`src/assert_macros.svh`:
```
// ============================================================================
// Assertion macros
// Shared concurrent assertion forms, clocked on clk with active-low reset.
// ============================================================================
`ifndef ASSERT_MACROS_SVH
`define ASSERT_MACROS_SVH

// Implication in the same cycle: when the antecedent holds, so must the consequent.
`define ASSERT_SAME(label, clk, rst_n, ante, cons, msg) \
    label: assert property (@(posedge clk) disable iff (!rst_n) (ante) |-> (cons)) \
        else $error(msg);

// Implication in the next cycle.
`define ASSERT_NEXT(label, clk, rst_n, ante, cons, msg) \
    label: assert property (@(posedge clk) disable iff (!rst_n) (ante) |=> (cons)) \
        else $error(msg);

`endif

```
`src/crc8cf_pkg.sv`:
```
// ============================================================================
// CRC-8 command frame package
// Command codes, operation classes, queue entry type and the CRC-8 function.
// ============================================================================
`default_nettype none

package crc8cf_pkg;

    // Command byte codes.
    localparam logic [7:0] CMD_GET_USER    = 8'h01;
    localparam logic [7:0] CMD_GET_VERSION = 8'h02;
    localparam logic [7:0] CMD_GET_STATUS  = 8'h03;
    localparam logic [7:0] CMD_GET_CRC     = 8'h04;
    localparam logic [7:0] CMD_GET_FLOW    = 8'h05;
    localparam logic [7:0] CMD_SET_USER    = 8'h11;
    localparam logic [7:0] CMD_CLR_STATUS  = 8'h13;
    localparam logic [7:0] CMD_SET_CRC     = 8'h14;
    localparam logic [7:0] CMD_SET_FLOW    = 8'h15;

    // Status bit positions and width.
    localparam int STS_W       = 3;
    localparam int STS_INVALID = 0;
    localparam int STS_CRC_ERR = 1;

    localparam logic [31:0] ALL_ONES  = 32'hFFFF_FFFF;
    localparam logic [31:0] ALL_ZEROS = 32'h0000_0000;
    localparam logic [7:0]  CRC_POLY  = 8'h07;

    // Frame length in bits covered by the CRC: command byte and four data bytes.
    localparam int MSG_W = 40;

    // Queue between front and back.
    localparam int QUEUE_DEPTH = 2;
    localparam int QPTR_W      = $clog2(QUEUE_DEPTH);
    localparam int QCNT_W      = $clog2(QUEUE_DEPTH + 1);

    // Operation class decided by the front end.
    typedef enum logic [3:0] {
        OP_GET_USER,
        OP_GET_VERSION,
        OP_GET_STATUS,
        OP_GET_CRC,
        OP_GET_FLOW,
        OP_SET_USER,
        OP_CLR_STATUS,
        OP_SET_CRC,
        OP_SET_FLOW,
        OP_INVALID,
        OP_CRC_ERR
    } op_t;

    typedef struct packed {
        op_t         op;
        logic [7:0]  cmd;
        logic [31:0] data;
    } q_entry_t;

    typedef struct packed {
        logic not_empty;
        logic full;
    } q_status_t;

    // The CRC is linear, so each message bit contributes a fixed column.
    typedef logic [7:0] crc_col_t [MSG_W];

    function automatic crc_col_t crc_columns();
        crc_col_t   cols;
        logic [7:0] c;
        for (int k = 0; k < MSG_W; k++)
        begin
            c = 8'h80;
            for (int s = 0; s <= k; s++)
            begin
                c = c[7] ? ((c << 1) ^ CRC_POLY) : (c << 1);
            end
            cols[k] = c;
        end
        return cols;
    endfunction

    localparam crc_col_t CRC_COLS = crc_columns();

    // CRC-8 over the command byte and then data bytes, least significant first.
    function automatic logic [7:0] crc8_frame(input logic [7:0] cmd, input logic [31:0] data);
        logic [MSG_W-1:0] msg;
        logic [7:0]       c;
        msg = {cmd, data[7:0], data[15:8], data[23:16], data[31:24]};
        c   = 8'h00;
        for (int k = 0; k < MSG_W; k++)
        begin
            if (msg[k])
            begin
                c = c ^ CRC_COLS[k];
            end
        end
        return c;
    endfunction

endpackage

`default_nettype wire

```
`src/crc8_command_frame_register_access_core.sv`:
```
// ============================================================================
// CRC-8 command frame register access core
// Checks CRC-8 protected command frames and serves register get/set commands.
// ============================================================================
// Each frame is accepted while the queue has room, and its reply passes through
// the queue and the output register; one frame per cycle is sustained while the
// output side is ready. The front end checks the CRC-8 and decodes the command
// in the accepting cycle, a two-entry queue holds it, and the back end performs
// the register access and computes the reply CRC-8 into the output register.
// A stalled output fills the queue first, then input ready drops.
`default_nettype none
`include "assert_macros.svh"

module crc8_command_frame_register_access_core (
    input  wire logic        clk,
    input  wire logic        rst_n,
    input  wire logic        cfg_we,
    input  wire logic [31:0] cfg_wdata,      // version_word[31:0]
    input  wire logic        s_axis_tvalid,
    output logic             s_axis_tready,
    input  wire logic [39:0] s_axis_tdata,   // frame_data[31:0], frame_crc[39:32]
    input  wire logic [7:0]  s_axis_tuser,   // cmd[7:0]
    output logic             m_axis_tvalid,
    input  wire logic        m_axis_tready,
    output logic [39:0]      m_axis_tdata,   // reply_data[31:0], reply_crc[39:32]
    output logic [7:0]       m_axis_tuser    // reply_cmd[7:0]
);

    crc8cf_pkg::q_status_t q_stat;
    crc8cf_pkg::q_entry_t  q_wdata;
    crc8cf_pkg::q_entry_t  q_rdata;
    logic                  q_push;
    logic                  q_pop;

    crc8cf_front u_front (
        .s_axis_tvalid (s_axis_tvalid),
        .s_axis_tready (s_axis_tready),
        .s_axis_tdata  (s_axis_tdata),
        .s_axis_tuser  (s_axis_tuser),
        .q_stat        (q_stat),
        .q_push        (q_push),
        .q_wdata       (q_wdata)
    );

    crc8cf_queue u_queue (
        .clk   (clk),
        .rst_n (rst_n),
        .push  (q_push),
        .wdata (q_wdata),
        .pop   (q_pop),
        .rdata (q_rdata),
        .stat  (q_stat)
    );

    crc8cf_back u_back (
        .clk           (clk),
        .rst_n         (rst_n),
        .cfg_we        (cfg_we),
        .cfg_wdata     (cfg_wdata),
        .q_stat        (q_stat),
        .q_rdata       (q_rdata),
        .q_pop         (q_pop),
        .m_axis_tvalid (m_axis_tvalid),
        .m_axis_tready (m_axis_tready),
        .m_axis_tdata  (m_axis_tdata),
        .m_axis_tuser  (m_axis_tuser)
    );

    // A stalled reply must not be overwritten by a new command.
    `ASSERT_SAME(a_no_pop_on_stall, clk, rst_n, m_axis_tvalid && !m_axis_tready, !q_pop, "queue popped while reply stalled")
    // An accepted frame is held in the queue afterwards.
    `ASSERT_NEXT(a_push_lands, clk, rst_n, s_axis_tvalid && s_axis_tready, q_stat.not_empty, "accepted frame missing from queue")
    // Every command taken from the queue produces a reply.
    `ASSERT_NEXT(a_pop_replies, clk, rst_n, q_pop, m_axis_tvalid, "executed command produced no reply")

endmodule

`default_nettype wire

```
`src/crc8cf_front.sv`:
```
// ============================================================================
// CRC-8 command frame front end
// Checks the frame CRC, classifies the command and pushes it to the queue.
// ============================================================================
`default_nettype none

module crc8cf_front (
    input  wire logic                  s_axis_tvalid,
    output logic                       s_axis_tready,
    input  wire logic [39:0]           s_axis_tdata,  // frame_data[31:0], frame_crc[39:32]
    input  wire logic [7:0]            s_axis_tuser,  // cmd[7:0]
    input  wire crc8cf_pkg::q_status_t q_stat,
    output logic                       q_push,
    output crc8cf_pkg::q_entry_t       q_wdata
);

    logic [31:0]     frame_data;
    logic [7:0]      frame_crc;
    logic            crc_ok;
    crc8cf_pkg::op_t cmd_op;

    assign frame_data = s_axis_tdata[31:0];
    assign frame_crc  = s_axis_tdata[39:32];

    // Accept a transfer whenever the queue has room.
    assign s_axis_tready = !q_stat.full;
    assign q_push        = s_axis_tvalid && !q_stat.full;

    assign crc_ok = (crc8cf_pkg::crc8_frame(s_axis_tuser, frame_data) == frame_crc);

    // Command decoder.
    always_comb
    begin
        unique case (s_axis_tuser)
            crc8cf_pkg::CMD_GET_USER:    cmd_op = crc8cf_pkg::OP_GET_USER;
            crc8cf_pkg::CMD_GET_VERSION: cmd_op = crc8cf_pkg::OP_GET_VERSION;
            crc8cf_pkg::CMD_GET_STATUS:  cmd_op = crc8cf_pkg::OP_GET_STATUS;
            crc8cf_pkg::CMD_GET_CRC:     cmd_op = crc8cf_pkg::OP_GET_CRC;
            crc8cf_pkg::CMD_GET_FLOW:    cmd_op = crc8cf_pkg::OP_GET_FLOW;
            crc8cf_pkg::CMD_SET_USER:    cmd_op = crc8cf_pkg::OP_SET_USER;
            crc8cf_pkg::CMD_CLR_STATUS:  cmd_op = crc8cf_pkg::OP_CLR_STATUS;
            crc8cf_pkg::CMD_SET_CRC:     cmd_op = crc8cf_pkg::OP_SET_CRC;
            crc8cf_pkg::CMD_SET_FLOW:    cmd_op = crc8cf_pkg::OP_SET_FLOW;
            default:                     cmd_op = crc8cf_pkg::OP_INVALID;
        endcase
    end

    // A CRC mismatch overrides the command class.
    always_comb
    begin
        q_wdata.op   = crc_ok ? cmd_op : crc8cf_pkg::OP_CRC_ERR;
        q_wdata.cmd  = s_axis_tuser;
        q_wdata.data = frame_data;
    end

endmodule

`default_nettype wire

```
`src/crc8cf_queue.sv`:
```
// ============================================================================
// CRC-8 command frame queue
// Short first-in first-out buffer between the front end and the back end.
// ============================================================================
`default_nettype none

module crc8cf_queue (
    input  wire logic                  clk,
    input  wire logic                  rst_n,
    input  wire logic                  push,
    input  wire crc8cf_pkg::q_entry_t  wdata,
    input  wire logic                  pop,
    output crc8cf_pkg::q_entry_t       rdata,
    output crc8cf_pkg::q_status_t      stat
);

    crc8cf_pkg::q_entry_t               mem_reg [crc8cf_pkg::QUEUE_DEPTH];
    logic [crc8cf_pkg::QPTR_W-1:0]      wr_ptr_reg, wr_ptr_next;
    logic [crc8cf_pkg::QPTR_W-1:0]      rd_ptr_reg, rd_ptr_next;
    logic [crc8cf_pkg::QCNT_W-1:0]      count_reg, count_next;

    localparam logic [crc8cf_pkg::QPTR_W-1:0] PTR_LAST =
        crc8cf_pkg::QPTR_W'(crc8cf_pkg::QUEUE_DEPTH - 1);
    localparam logic [crc8cf_pkg::QCNT_W-1:0] CNT_FULL =
        crc8cf_pkg::QCNT_W'(crc8cf_pkg::QUEUE_DEPTH);

    assign stat.not_empty = (count_reg != '0);
    assign stat.full      = (count_reg == CNT_FULL);
    assign rdata          = mem_reg[rd_ptr_reg];

    // Pointer and fill count update.
    always_comb
    begin
        wr_ptr_next = wr_ptr_reg;
        rd_ptr_next = rd_ptr_reg;
        count_next  = count_reg;
        if (push)
        begin
            wr_ptr_next = (wr_ptr_reg == PTR_LAST) ? '0 : wr_ptr_reg + 1'b1;
        end
        if (pop)
        begin
            rd_ptr_next = (rd_ptr_reg == PTR_LAST) ? '0 : rd_ptr_reg + 1'b1;
        end
        if (push && !pop)
        begin
            count_next = count_reg + 1'b1;
        end
        else if (pop && !push)
        begin
            count_next = count_reg - 1'b1;
        end
    end

    always_ff @(posedge clk or negedge rst_n)
    begin
        if (!rst_n)
        begin
            wr_ptr_reg <= '0;
            rd_ptr_reg <= '0;
            count_reg  <= '0;
        end
        else
        begin
            wr_ptr_reg <= wr_ptr_next;
            rd_ptr_reg <= rd_ptr_next;
            count_reg  <= count_next;
        end
    end

    // Entry storage needs no reset.
    always_ff @(posedge clk)
    begin
        if (push)
        begin
            mem_reg[wr_ptr_reg] <= wdata;
        end
    end

endmodule

`default_nettype wire

```
`src/crc8cf_back.sv`:
```
// ============================================================================
// CRC-8 command frame back end
// Executes queued commands on the register set and builds the reply.
// ============================================================================
`default_nettype none

module crc8cf_back (
    input  wire logic                  clk,
    input  wire logic                  rst_n,
    input  wire logic                  cfg_we,
    input  wire logic [31:0]           cfg_wdata,
    input  wire crc8cf_pkg::q_status_t q_stat,
    input  wire crc8cf_pkg::q_entry_t  q_rdata,
    output logic                       q_pop,
    output logic                       m_axis_tvalid,
    input  wire logic                  m_axis_tready,
    output logic [39:0]                m_axis_tdata,  // reply_data[31:0], reply_crc[39:32]
    output logic [7:0]                 m_axis_tuser   // reply_cmd[7:0]
);

    logic [31:0]                   version_reg;
    logic [31:0]                   user_reg, user_next;
    logic [crc8cf_pkg::STS_W-1:0]  status_reg, status_next;
    logic [31:0]                   crcw_reg, crcw_next;
    logic [31:0]                   flow_reg, flow_next;
    logic                          out_valid_reg;
    logic [7:0]                    out_cmd_reg;
    logic [31:0]                   out_data_reg;
    logic [7:0]                    out_crc_reg;
    logic [31:0]                   reply;

    // Take the head of the queue when the output register is free or draining.
    assign q_pop = q_stat.not_empty && (!out_valid_reg || m_axis_tready);

    // Register access for the command at the head of the queue.
    always_comb
    begin
        user_next   = user_reg;
        status_next = status_reg;
        crcw_next   = crcw_reg;
        flow_next   = flow_reg;
        reply       = crc8cf_pkg::ALL_ZEROS;
        unique case (q_rdata.op)
            crc8cf_pkg::OP_GET_USER:    reply = user_reg;
            crc8cf_pkg::OP_GET_VERSION: reply = version_reg;
            crc8cf_pkg::OP_GET_STATUS:  reply = {{(32 - crc8cf_pkg::STS_W){1'b0}}, status_reg};
            crc8cf_pkg::OP_GET_CRC:     reply = crcw_reg;
            crc8cf_pkg::OP_GET_FLOW:    reply = flow_reg;
            crc8cf_pkg::OP_SET_USER:    user_next = q_rdata.data;
            crc8cf_pkg::OP_CLR_STATUS:
            begin
                status_next = status_reg & ~q_rdata.data[crc8cf_pkg::STS_W-1:0];
            end
            crc8cf_pkg::OP_SET_CRC:     crcw_next = q_rdata.data;
            crc8cf_pkg::OP_SET_FLOW:    flow_next = q_rdata.data;
            crc8cf_pkg::OP_INVALID:
            begin
                status_next[crc8cf_pkg::STS_INVALID] = 1'b1;
                reply = crc8cf_pkg::ALL_ONES;
            end
            crc8cf_pkg::OP_CRC_ERR:
            begin
                status_next[crc8cf_pkg::STS_CRC_ERR] = 1'b1;
                reply = crc8cf_pkg::ALL_ONES;
            end
            default:
            begin
                reply = crc8cf_pkg::ALL_ONES;
            end
        endcase
    end

    // State registers; user, status, CRC and flow update only when a command is taken.
    always_ff @(posedge clk or negedge rst_n)
    begin
        if (!rst_n)
        begin
            version_reg   <= '0;
            user_reg      <= '0;
            status_reg    <= '0;
            crcw_reg      <= '0;
            flow_reg      <= '0;
            out_valid_reg <= 1'b0;
        end
        else
        begin
            if (cfg_we)
            begin
                version_reg <= cfg_wdata;
            end
            if (q_pop)
            begin
                user_reg   <= user_next;
                status_reg <= status_next;
                crcw_reg   <= crcw_next;
                flow_reg   <= flow_next;
            end
            if (q_pop)
            begin
                out_valid_reg <= 1'b1;
            end
            else if (m_axis_tready)
            begin
                out_valid_reg <= 1'b0;
            end
        end
    end

    // Reply payload register.
    always_ff @(posedge clk)
    begin
        if (q_pop)
        begin
            out_cmd_reg  <= q_rdata.cmd;
            out_data_reg <= reply;
            out_crc_reg  <= crc8cf_pkg::crc8_frame(q_rdata.cmd, reply);
        end
    end

    assign m_axis_tvalid = out_valid_reg;
    assign m_axis_tdata  = {out_crc_reg, out_data_reg};
    assign m_axis_tuser  = out_cmd_reg;

endmodule

`default_nettype wire
```
`config.mk`:
```
export PLATFORM = sky130hd
export DESIGN_NAME = crc8_command_frame_register_access_core
export DESIGN_NICKNAME = d
export VERILOG_FILES = /design/src/crc8cf_pkg.sv /design/src/crc8_command_frame_register_access_core.sv /design/src/crc8cf_front.sv /design/src/crc8cf_queue.sv /design/src/crc8cf_back.sv
export VERILOG_INCLUDE_DIRS = /design/src /design/src/src
export SDC_FILE = /design/constraint.sdc
export NUM_CORES = 1
export LEC_CHECK = 0
export BUFFER_PORTS_ARGS = -buffer_cell sky130_fd_sc_hd__buf_2
export CORE_MARGIN = 10
export CORE_UTILIZATION = 59
export DETAILED_ROUTE_END_ITERATION = 10
export PLACE_DENSITY = 0.84
export REMOVE_ABC_BUFFERS = 1
export SYNTH_ARGS = -nofsm -noshare
export SYNTH_HDL_FRONTEND = slang
export SYNTH_SLANG_ARGS = --single-unit
```
`constraint.sdc`:
```
create_clock -name clk -period 4 [get_ports clk]
set_input_delay 0.4 -clock clk [delete_from_list [all_inputs] [get_ports clk]]
set_output_delay 0.4 -clock clk [all_outputs]
set_load 0.05 [all_outputs]
```
==> summary.md <==
| Metric | Value |
|---|---|
| Leading cell type in the layout, fill and taps excluded | edfxtp_1 |
| Asr flop ratio synth | 50.0% |
| Most frequent cells in the layout | edfxtp_1 (136), dfrtp_1 (135), buf_2 (133) |
| Switching Power | 5.54 mW |
| CP max-delay cell | o21a_1 |
| Post-Syn Instances | 980 |
| Vias in the first global route | about 8,700 |
| Clk slew on worst S/H paths | approximately 0.070 ns |
| # diodes | 0 |
| Peak supply drop | between 900 and 1000 uV |
| I/O pin count | 135 |
| Per-cell routed wire length | roughly 22 um |
| Clock sink total | roughly 270 |
| Row count | 54 |
| Setup Skew | a little under 0.009 ns |
| Seq cells post-synth | 272 |
| Leak pwr | between 6 and 7 nW |
| Result of the run | finished, final reports clean |
| Initial antenna violation count | 0 |
| Final Hold Vio Count | 0 |
| CP Max Fanout | 13 |
| Initial Util | about three fifths |
| Drt total wl | about 32,000 um |
| Clock Tree Buf Depth | 3 |
| Synth Flop Type | edfxtp_1 |
| Hold Path Depth | 1 |
| GPL Wtd Cong | between 0.8 and 0.9 |
| Layout cells sized above 1 | between 20% and 30% |
| Reg power frac | approximately a third |
| Clock share of power | about 17% |
| Yosys cell types | 57 |
| GRT Overall Usage | approximately 22% |
| Die Wd | approximately 170 um |
| Finish-stage setup viols | 0 |
| Final non-filler cell total | 1,419 |
| Max reg flops | 88 |
| Iteration-0 DRC Markers | 932 |
| Pin count of the biggest net entering global routing | 82 |
| Crit Path Class | flip-flop to flip-flop |
| Die area | ~28,000 um^2 |
| Max_slew headroom | between 30% and 40% |
| Max cap viols | 0 |
| Core area | approximately 22,000 um^2 |
| Placed insts | 1,369 |
| Dpl hpwl | 22,900 um |
| Vias/cell | 6.03 |
| Reg2reg path depth | 7 |
| Worst-path cell chain | o311ai_1 -> o21a_1 -> o2111ai_2 -> xnor2_1 -> xnor3_1 -> xor3_1 -> xnor3_1 |
| CTS H-Tree Depth | 1 |
| Crit path capture type | flip-flop |
| CP required | 4.27 ns |
| Fin crit share | 92.0% |
| Part of the power in combinational logic | approximately half |
| RSZ-0062 raised after global routing | false |
| Slew Viols, Final | 0 |
| Finished Core Util | around 69% |
| First-pass GRT wire length | around 50,000 um |
| Post-synth EDFFs | 136 |
| Worst-Margin Slew | 1.01 ns |
| Dpl ws | between 0.4 and 0.5 ns |
| Avg Cell Area, Syn | roughly 13 um^2 |
| CTS buffer count | 27 |
| Congestion Overflow GR | 0 |
| Sequential fraction of the synthesis area | 57.6% |
| Crit path launch type | flip-flop |
| Port buffer count | between 100 and 150 |
| Final instance area | roughly 15,000 um^2 |
| Fmax | ~0.27 GHz |
| Switch share | a little under two fifths |
| Max stage delay on crit path | roughly 0.72 ns |
| Die H | 168 um |
| Min Tclk post-route | ~3.7 ns |
| Clk Latency, worst-skew pair | ~0.53 ns |
| WHS | just over 0.09 ns |
| Most common cell on crit path | xnor3_1 |
| CTS tree | built |
| Post-route setup slack | ~0.32 ns |
| Remaining DRCs | 0 |
| # nets final | roughly 1,200 |
| Area post-placement | roughly 14,000 um^2 |
| TritonRoute pass-1 iters | 5 |
| Post-Syn Area | around 13,000 um^2 |
| P per Cell Area | a little under 1000 nW/um^2 |
| Area Growth Syn to Fin | 14.8% |
| Int Power | about 9.1 mW |
| Ys Warns | 0 |
| DR vias | roughly 8,600 |
| Worst Hold Class | input port to flip-flop |
| Arrival @ worst endpoint | just under 4 ns |
| Antenna viol nets, final | 0 |
| Root Driver | clkbuf_16 |
worst max-delay path: cells and delay by family, from the launching register on:
family,cells,cell delay (ns)
XOR/XNOR,4,1.54
flip-flops,1,0.49
AO/OA/AOI/OAI,3,1.39
synthesized netlist by cell type (3+ instances only):
| cell type | count | area share [%] |
|---|---|---|
| mux2_2 | 33 | 2.9 |
| nor3_1 | 3 | 0.12 |
| clkbuf_1 | 34 | 0.98 |
| xnor2_1 | 108 | 7.3 |
| o2111ai_2 | 9 | 1.0 |
| a21oi_1 | 43 | 1.7 |
| inv_1 | 23 | 0.66 |
| and3_1 | 3 | 0.14 |
| nand2b_1 | 3 | 0.14 |
| mux2i_1 | 67 | 5.2 |
| o221ai_1 | 32 | 2.2 |
| a21o_1 | 7 | 0.40 |
| o2111ai_1 | 3 | 0.20 |
| xor2_1 | 29 | 2.0 |
| edfxtp_1 | 136 | 31 |
| buf_1 | 3 | 0.087 |
| o2111ai_4 | 5 | 1.0 |
| dfrtp_1 | 136 | 26 |
| o21ai_0 | 74 | 2.8 |
| a221o_1 | 5 | 0.39 |
| buf_6 | 12 | 1.0 |
| nor2_1 | 45 | 1.3 |
| o22ai_1 | 3 | 0.14 |
| nand2_1 | 87 | 2.5 |
| xnor3_1 | 23 | 4.0 |
| buf_2 | 8 | 0.31 |
| nand3_1 | 3 | 0.12 |
| a211oi_2 | 4 | 0.39 |
metal layers:
metal | GRT usage [%] | part of all wire, %
met1 | 29.2 | 41
met2 | 35.3 | 48
met3 | 4.14 | 8.0
met4 | 7.83 | 3.2
met5 | 0 | 0
power groups by stage:
stage                     Sequential, mW  Clock (mW)  Combinational, mW
after floorplan                     5.56           0               4.70
after global placement              4.69           0               7.17
after detailed placement            4.73           0               7.32
after CTS                           4.69        2.57               7.41
after global routing                4.77        2.69               7.87
final                               4.70        2.55               7.43
path summary, 6_finish.rpt:
kind / from / slack (ns) / endpoint
max: u_queue.mem_reg[1][41] / 0.32 / u_back.out_crc_reg[1]
min: s_axis_tdata[14] / 0.09 / u_queue.mem_reg[0][14]
max reg2reg: u_queue.mem_reg[1][41] / 0.32 / u_back.out_crc_reg[1]
min reg2reg: u_back.user_reg[7] / 0.48 / u_back.user_reg[7]
max in group asynchronous: rst_n / 2.56 / u_queue.count_reg[1]
min in group asynchronous: rst_n / 0.47 / u_back.version_reg[6]
cells by family (layout without fill, tap and decap cells):
logic type      after synthesis  after routing  synth area share, %
compound gates              206            206                 11.9
xor+xnor                    163            163                 13.7
fa+ha+maj                     1              1               0.0963
buf+inv                      80            239                 3.08
flops                       272            272                 57.6
mux                         102            102                 8.37
simple gates                156            156                 5.34
metrics by stage:
step,power [mW],setup TNS (ns)
2_1_floorplan,10.3,-59.55
3_3_place_gp,11.9,0
3_5_place_dp,12.0,0
4_1_cts,14.7,0
5_1_grt,15.3,0
6_report,14.7,0
timing repair:
action                                 in CTS  in global routing
buffers inserted                            0                  0
hold buffers                                1                  0
endpoints found under the hold margin      79                  0
gates resized for setup                     0                  0
cell type report:
class / instances / area (um^2)
clock buffers: 34 / 753
clock inverters: 15 / 154
fillers: 1494 / 6830
inverters: 23 / 86.3
multi-input cells: 628 / 5120
flip-flops and latches: 272 / 7490
well taps: 280 / 350
repair buffers: 167 / 965
No activity file was read; power rests on OpenSTA's default activity.
